$ cat config.mk
export PLATFORM = sky130hd
export DESIGN_NAME = fifo_page_replacement_core
export DESIGN_NICKNAME = d
export VERILOG_FILES = /design/src/hw/rtl/fpr_pkg.sv /design/src/hw/rtl/fpr_cell.sv /design/src/hw/rtl/fpr_tally.sv /design/src/hw/rtl/fifo_page_replacement_core.sv
export SDC_FILE = /design/constraint.sdc
export NUM_CORES = 1
export LEC_CHECK = 0
export ABC_AREA = 0
export BUFFER_PORTS_ARGS = -buffer_cell sky130_fd_sc_hd__buf_2
export CORE_MARGIN = 3
export CORE_UTILIZATION = 64
export DETAILED_ROUTE_END_ITERATION = 8
export HOLD_SLACK_MARGIN = 0.08
export PLACE_DENSITY = 0.89
export SYNTH_ARGS = -nofsm -noshare
export SYNTH_HDL_FRONTEND = slang
export SYNTH_HIERARCHICAL = 1
export SYNTH_SLANG_ARGS = --single-unit
$ cat constraint.sdc
create_clock -name clk -period 10.2 [get_ports clk]
set_input_delay 0.51 -clock clk [delete_from_list [all_inputs] [get_ports clk]]
set_output_delay 0.51 -clock clk [all_outputs]
set_load 0.01 [all_outputs]
$ cat src/hw/rtl/fpr_pkg.sv
// Shared types, codes and constants of the FIFO page replacement core.
package fpr_pkg;

	localparam int FRAMES_DEF = 16;
	localparam int PAGE_BITS_DEF = 16;
	localparam int CFG_W = 5;
	localparam int TOTAL_W = 32;
	localparam logic [CFG_W-1:0] FRAME_COUNT_RST = 5'd4;

	typedef enum logic [1:0] {
		OUTCOME_HIT     = 2'd0,
		OUTCOME_LOAD    = 2'd1,
		OUTCOME_REPLACE = 2'd2
	} outcome_t;

	typedef struct packed {
		logic update;
		logic replace;
		logic in_use;
		logic tail;
	} cell_ctl_t;

	typedef struct packed {
		logic hit;
		logic load;
		logic decided;
	} cell_stat_t;

endpackage

$ cat src/hw/rtl/fpr_cell.sv
// One frame cell: holds a resident page, compares it and shifts toward the head.
module fpr_cell #(
	parameter int PAGE_BITS = fpr_pkg::PAGE_BITS_DEF
) (
	input  logic                  clk,
	input  logic                  arst_n,
	input  fpr_pkg::cell_ctl_t    ctl,
	input  logic [PAGE_BITS-1:0]  page,
	input  logic [PAGE_BITS-1:0]  next_frame,
	input  logic                  decided_in,
	output fpr_pkg::cell_stat_t   stat,
	output logic [PAGE_BITS-1:0]  frame
);
	import fpr_pkg::*;

	logic [PAGE_BITS-1:0] frame_q;
	logic                 match;
	logic                 empty;
	logic                 claim;

	always_comb begin
		match        = (frame_q == page);
		empty        = (frame_q == '0);
		claim        = ctl.in_use && (match || empty);
		stat.decided = decided_in || claim;
		stat.hit     = claim && !decided_in && match;
		stat.load    = claim && !decided_in && !match;
	end

	always_ff @(posedge clk or negedge arst_n) begin
		if (!arst_n) begin
			frame_q <= '0;
		end else if (ctl.update) begin
			if (stat.load) begin
				frame_q <= page;
			end else if (ctl.replace && ctl.in_use) begin
				frame_q <= ctl.tail ? page : next_frame;
			end
		end
	end

	assign frame = frame_q;

endmodule

$ cat src/hw/rtl/fpr_tally.sv
// Saturating fault and request totals.
module fpr_tally (
	input  logic                        clk,
	input  logic                        arst_n,
	input  logic                        accept,
	input  logic                        fault,
	output logic [fpr_pkg::TOTAL_W-1:0] fault_next,
	output logic [fpr_pkg::TOTAL_W-1:0] request_next
);
	import fpr_pkg::*;

	logic [TOTAL_W-1:0] fault_q;
	logic [TOTAL_W-1:0] request_q;

	always_comb begin
		request_next = (request_q == '1) ? request_q : request_q + 1'b1;
		if (fault) begin
			fault_next = (fault_q == '1) ? fault_q : fault_q + 1'b1;
		end else begin
			fault_next = fault_q;
		end
	end

	always_ff @(posedge clk or negedge arst_n) begin
		if (!arst_n) begin
			fault_q   <= '0;
			request_q <= '0;
		end else if (accept) begin
			fault_q   <= fault_next;
			request_q <= request_next;
		end
	end

endmodule

$ cat src/hw/rtl/fifo_page_replacement_core.sv
// Top level of the FIFO page replacement core: frame cell row, totals and result register.
//
// Usage: each input transaction carries one page_number. The block looks it up in the
// first frame_count frames (0 acts as 1, values above FRAMES act as FRAMES), then
// reports outcome (hit, load into an empty frame, or replacement of the oldest page),
// the evicted page and the saturating fault and request totals.
// Every cell compares its frame against the page in parallel; a ripple of claim
// signals along the row picks the first frame that holds the page or is empty.
// On replacement every frame in use takes its neighbor's page and the tail takes
// the new page, all in the same edge.
// Throughput is one transaction per cycle unless the output stalls; the result appears
// on the output channel in the cycle after acceptance, held in the output register.
// While the receiver stalls a waiting result, the input is stalled too.
// Reset empties every frame, clears both totals and sets frame_count to 4. The user
// writes the frame count via cfg_write and cfg_data while idle; the block does not enforce it.
module fifo_page_replacement_core #(
	parameter int FRAMES    = fpr_pkg::FRAMES_DEF,
	parameter int PAGE_BITS = fpr_pkg::PAGE_BITS_DEF
) (
	input  logic                        clk,
	input  logic                        arst_n,
	input  logic                        cfg_write,
	input  logic [fpr_pkg::CFG_W-1:0]   cfg_data,
	input  logic                        in_valid,
	output logic                        in_stall,
	input  logic [PAGE_BITS-1:0]        page_number,
	output logic                        out_valid,
	input  logic                        out_stall,
	output logic [1:0]                  outcome,
	output logic [PAGE_BITS-1:0]        evicted_page,
	output logic [fpr_pkg::TOTAL_W-1:0] fault_total,
	output logic [fpr_pkg::TOTAL_W-1:0] request_total
);
	import fpr_pkg::*;

	localparam int NW = $clog2(FRAMES + 1);
	localparam int CW = (NW > CFG_W) ? NW : CFG_W;

	logic [CFG_W-1:0]     frame_count_q;
	logic [CW-1:0]        cfg_ext;
	logic [CW-1:0]        n_use;
	logic                 accept;
	logic                 replace;
	logic                 hit_any;
	logic                 load_any;
	logic [FRAMES:0]      dchain;
	logic [FRAMES-1:0]    hit_vec;
	logic [FRAMES-1:0]    load_vec;
	logic [PAGE_BITS-1:0] frames [FRAMES];
	cell_stat_t           stat [FRAMES];
	cell_ctl_t            ctl [FRAMES];
	outcome_t             outcome_next;
	logic [TOTAL_W-1:0]   fault_next;
	logic [TOTAL_W-1:0]   request_next;

	logic                 out_valid_q;
	outcome_t             outcome_q;
	logic [PAGE_BITS-1:0] evicted_q;
	logic [TOTAL_W-1:0]   fault_total_q;
	logic [TOTAL_W-1:0]   request_total_q;

	assign in_stall = out_valid_q && out_stall;
	assign accept   = in_valid && !in_stall;

	always_comb begin
		cfg_ext = CW'(frame_count_q);
		if (cfg_ext == '0) begin
			n_use = CW'(1);
		end else if (cfg_ext > CW'(FRAMES)) begin
			n_use = CW'(FRAMES);
		end else begin
			n_use = cfg_ext;
		end
	end

	assign dchain[0] = 1'b0;
	assign replace   = !dchain[FRAMES];

	for (genvar i = 0; i < FRAMES; i++) begin : g_cell
		logic [PAGE_BITS-1:0] nbr;

		if (i < FRAMES - 1) begin : g_mid
			assign nbr = frames[i+1];
		end else begin : g_end
			assign nbr = '0;
		end

		always_comb begin
			ctl[i].update  = accept;
			ctl[i].replace = replace;
			ctl[i].in_use  = (CW'(i) < n_use);
			ctl[i].tail    = (CW'(i) == n_use - CW'(1));
		end

		fpr_cell #(
			.PAGE_BITS(PAGE_BITS)
		) u_cell (
			.clk       (clk),
			.arst_n    (arst_n),
			.ctl       (ctl[i]),
			.page      (page_number),
			.next_frame(nbr),
			.decided_in(dchain[i]),
			.stat      (stat[i]),
			.frame     (frames[i])
		);

		assign dchain[i+1] = stat[i].decided;
		assign hit_vec[i]  = stat[i].hit;
		assign load_vec[i] = stat[i].load;
	end

	assign hit_any  = |hit_vec;
	assign load_any = |load_vec;

	always_comb begin
		if (hit_any) begin
			outcome_next = OUTCOME_HIT;
		end else if (load_any) begin
			outcome_next = OUTCOME_LOAD;
		end else begin
			outcome_next = OUTCOME_REPLACE;
		end
	end

	fpr_tally u_tally (
		.clk         (clk),
		.arst_n      (arst_n),
		.accept      (accept),
		.fault       (!hit_any),
		.fault_next  (fault_next),
		.request_next(request_next)
	);

	always_ff @(posedge clk or negedge arst_n) begin
		if (!arst_n) begin
			frame_count_q <= FRAME_COUNT_RST;
		end else if (cfg_write) begin
			frame_count_q <= cfg_data;
		end
	end

	always_ff @(posedge clk or negedge arst_n) begin
		if (!arst_n) begin
			out_valid_q <= 1'b0;
		end else if (accept) begin
			out_valid_q <= 1'b1;
		end else if (!out_stall) begin
			out_valid_q <= 1'b0;
		end
	end

	always_ff @(posedge clk) begin
		if (accept) begin
			outcome_q       <= outcome_next;
			evicted_q       <= replace ? frames[0] : '0;
			fault_total_q   <= fault_next;
			request_total_q <= request_next;
		end
	end

	assign out_valid     = out_valid_q;
	assign outcome       = outcome_q;
	assign evicted_page  = evicted_q;
	assign fault_total   = fault_total_q;
	assign request_total = request_total_q;

	a_one_claim: assert property (@(posedge clk) disable iff (!arst_n)
		$onehot0({hit_vec, load_vec}))
		else $error("More than one frame cell claimed the page.");

	a_accept_gives_result: assert property (@(posedge clk) disable iff (!arst_n)
		accept |=> out_valid)
		else $error("An accepted transaction did not produce a result.");

	a_fault_counted: assert property (@(posedge clk) disable iff (!arst_n)
		accept && !hit_any |=> fault_total != '0)
		else $error("A fault left the fault total at zero.");

	a_evict_only_on_replace: assert property (@(posedge clk) disable iff (!arst_n)
		out_valid && (outcome != OUTCOME_REPLACE) |-> evicted_page == '0)
		else $error("An evicted page was reported without a replacement.");

endmodule

==> metrics.md <==
| Metric | Value |
|---|---|
| XOR/XNOR Fraction of Synth Area | 11.6% |
| Layout overhead on the synthesized area | 6.21% |
| Post-synth design cell area | 0.0284 mm2 |
| Max IR drop VDD | 0.145 mV |
| Via count | 21,847 |
| Worst slew margin | 17.6% |
| Vias in the first global route | 21,541 |
| Post-synth top flop | dfrtp_1 |
| Clock-pin transition on the worst setup and hold timing paths | 0.06 ns |
| Simple-gate share of the synthesized area | 15.2% |
| RR Startpoint | cfg_ext[4]$_DFFE_PN0P_ |
| PD cells | 220 mW/mm2 |
| Synth Area in Adders | 0.0881% |
| Status | finished, final reports clean |
| Pre-CTS WS | 3.46 ns |
| Die height | 217 um |
| Gr usage total | 31.6% |
| Global-route wire length before repair | 121,000 um |
| Seq/Total Area, Yosys | 37.4% |
| Final net count | 2,459 |
| Buffers on Ports | 109 |
| CTS tree | yes |
| CTS Buf Count | 44 |
| Tcrit/Tclk final | 62.9% |
| LEAKAGE | 10.4 nW |
| Initial antenna violation count | 0 |
| Post-DP Area | 0.0287 mm2 |
| Ys async rst share | 79.9% |
| Initial core utilization | 65.3% |
| Setup Viol. Count Final | 0 |
| Yosys cell types | 68 |
| Worst-margin pin slew | 1.23 ns |
| HP Start | in_valid |
| Starting DRC count in detailed routing | 2,024 |
| Syn_area_per_cell | 11.8 um2 |
| DRT Pass-1 Iters | 6 |
| # IOs | 110 |
| Final instance area | 0.0302 mm2 |
| Layout cells sized above 1 | 24.0% |
| Final core utilization | 69.4% |
| Die width | 217 um |
| Dpl hpwl | 50,000 um |
| Setup CP Type | reg -> reg |
| CP Data Required Time | 10.71 ns |
| EDFF count, synth | 82 |
| Achievable frequency | 156 MHz |
| DRC | 0 |
| WP data arrival | 6.93 ns |
| Final Max Tran Viols | 0 |
| Top-area cell type share of the netlist area | 28.6% |
| Post-route ant nets | 0 |
| Setup crit start kind | flip-flop |
| Row count | 76 |
| Core area | 0.0435 mm2 |
| Largest family of logic cells by synthesized area | compound AO/OA/AOI/OAI gates |
| CTS max path bufs | 3 |
| Die area | 0.0469 mm2 |
| Crit-path max FO | 23 |
| H-Tree Depth | 2 |
| Setup WS post-layout | 3.79 ns |
| CP Capture Type | flip-flop |
| Final Hold Viols | 0 |
| Worst hold path type | in -> reg |
| WHS | 0.147 ns |
| Post-Syn Instances | 2,405 |
| Compound-Gate Fraction of Synth Area | 21.3% |
| Clock Sinks | 408 |
| Final Skew | 0.0198 ns |
| Most frequent cells in the layout | dfrtp_1, xor2_1, mux2i_1, o221a_1 |
| Clock Latency Late Sink | 0.59 ns |
| Total gr overflow | 0 |
| Placed insts | 2,969 |
| Total Neg Setup Slack | 0 ns |
| Largest cells by area after synthesis | dfrtp_1, mux2i_1, edfxtp_1, xor2_1, o221a_1 |
| Vias per cell | 7.16 |
| Warnings, synthesis | 6 |
| Setup repair bufs after CTS | 0 |
| Largest net degree at the start of global routing | 103 |
| Dominant cell type by area after synthesis | dfrtp_1 |
| Critical Path Start | cfg_ext[4]$_DFFE_PN0P_ |
| Routed len/inst | 24.9 um |
| WL final | 75,800 um |
| Power Total | 6.63 mW |
| Most common cell after layout, fill and taps aside | dfrtp_1 |
| Inserted Diodes | 0 |
| Minimum clock period | 6.41 ns |
| Routability Congestion | 0.940 |
| Clk root buf | clkbuf_16 |
| Final Non-Filler Cells | 3,051 |
| RSZ-0062 raised after global routing | no |
| Mux contribution to synthesized area | 9.30% |
| Max_cap viols | 0 |
| Synthesis-stage register bit count | 408 |
## worst max-delay path, cell delays in order, from the launching register on
cell and delay [ns]:
dfrtp_1 0.59, buf_4 0.35, nor2_2 0.25, inv_2 0.13, or3_1 0.37, a21o_1 0.18
a21o_1 0.17, a21o_1 0.19, a21o_1 0.17, a21o_1 0.18, a21o_1 0.17, a21o_1 0.16
a21o_1 0.16, a21o_1 0.16, a21o_1 0.16, a21o_1 0.16, a21o_1 0.16, a21o_1 0.16
a21o_1 0.16, a21o_1 0.37, inv_1 0.54, and3_1 0.81, a31o_4 0.31, o221a_1 0.23
## cells in the mapped netlist, drive strengths merged, types with 2 or more instances
cell type  number
dfrtp         325
a211oi          2
or3b            2
or2            17
and4           23
nand2          81
and3           34
conb            2
nand3          62
or4             2
nor4          145
ha              2
mux2            7
clkbuf         27
o21a            4
nor2b          19
and2            6
buf           160
inv             8
xnor2         101
xor2          275
nor2           89
a31o           17
edfxtp         82
o21ai           2
o31ai           3
or3             5
mux2i         256
nand4          71
nor3           14
nand2b         23
a31oi           2
a21o           17
o211ai        256
o221a         256
## routing by layer
| layer | track usage (%) | vias up | share of wire, % |
|---|---|---|---|
| met3 | 6.32 | 267 | 8.6 |
| li1 | - | 9502 | - |
| met5 | 0 | - | 0 |
| met1 | 42.7 | 10874 | 41 |
| met2 | 49.6 | 1204 | 46 |
| met4 | 14.1 | 0 | 4.5 |
## path summary, 6_finish.rpt
kind	endpoint	slack, ns	cells after the start
max reg2reg	g_cell[11].u_cell/frame[9]$_DFFE_PN0P_	3.79	23
max in group asynchronous	g_cell[14].u_cell/frame[8]$_DFFE_PN0P_	7.13	4
min in group asynchronous	out_valid$_DFFE_PN0P_	0.53	2
min reg2reg	u_tally/request_q[9]$_DFFE_PN0P_	0.52	1
max	g_cell[11].u_cell/frame[9]$_DFFE_PN0P_	3.79	23
min	out_valid$_DFFE_PN0P_	0.15	2
## report_power, final
| group | total [mW] | switching (mW) | leakage [nW] | internal [mW] |
|---|---|---|---|---|
| Clock | 1.68 | 0.678 | 0.745 | 1.00 |
| Sequential | 2.95 | 0.763 | 4.49 | 2.19 |
| Combinational | 2.00 | 1.02 | 5.13 | 0.978 |
## layout make-up
class	instances	area [um2]
flip-flops and latches	408	10600
inverters	8	30.0
well taps	585	732
multi-input cells	1821	16400
clock inverters	27	317
fillers	2947	13300
clock buffers	54	1180
repair buffers	148	851
## cells by family after synthesis
group / count (synthesis)
fa+ha+maj: 2
other cells: 2
xor+xnor: 376
simple gates: 596
flops: 408
buf+inv: 195
compound gates: 563
mux: 263
## registers in the layout (all words and copies together), names as in the netlist
name	cells
cfg_ext	5
evicted_page	16
fault_total	32
g_cell.u_cell/frame	256
out_valid	1
outcome	2
request_total	32
u_tally/fault_q	32
u_tally/request_q	32
## what timing repair did
action                                 CTS  global route
endpoints found under the hold margin   99             0
hold buffers                             1             0
resized for setup                        0             0
No activity file was read; power rests on OpenSTA's default activity.
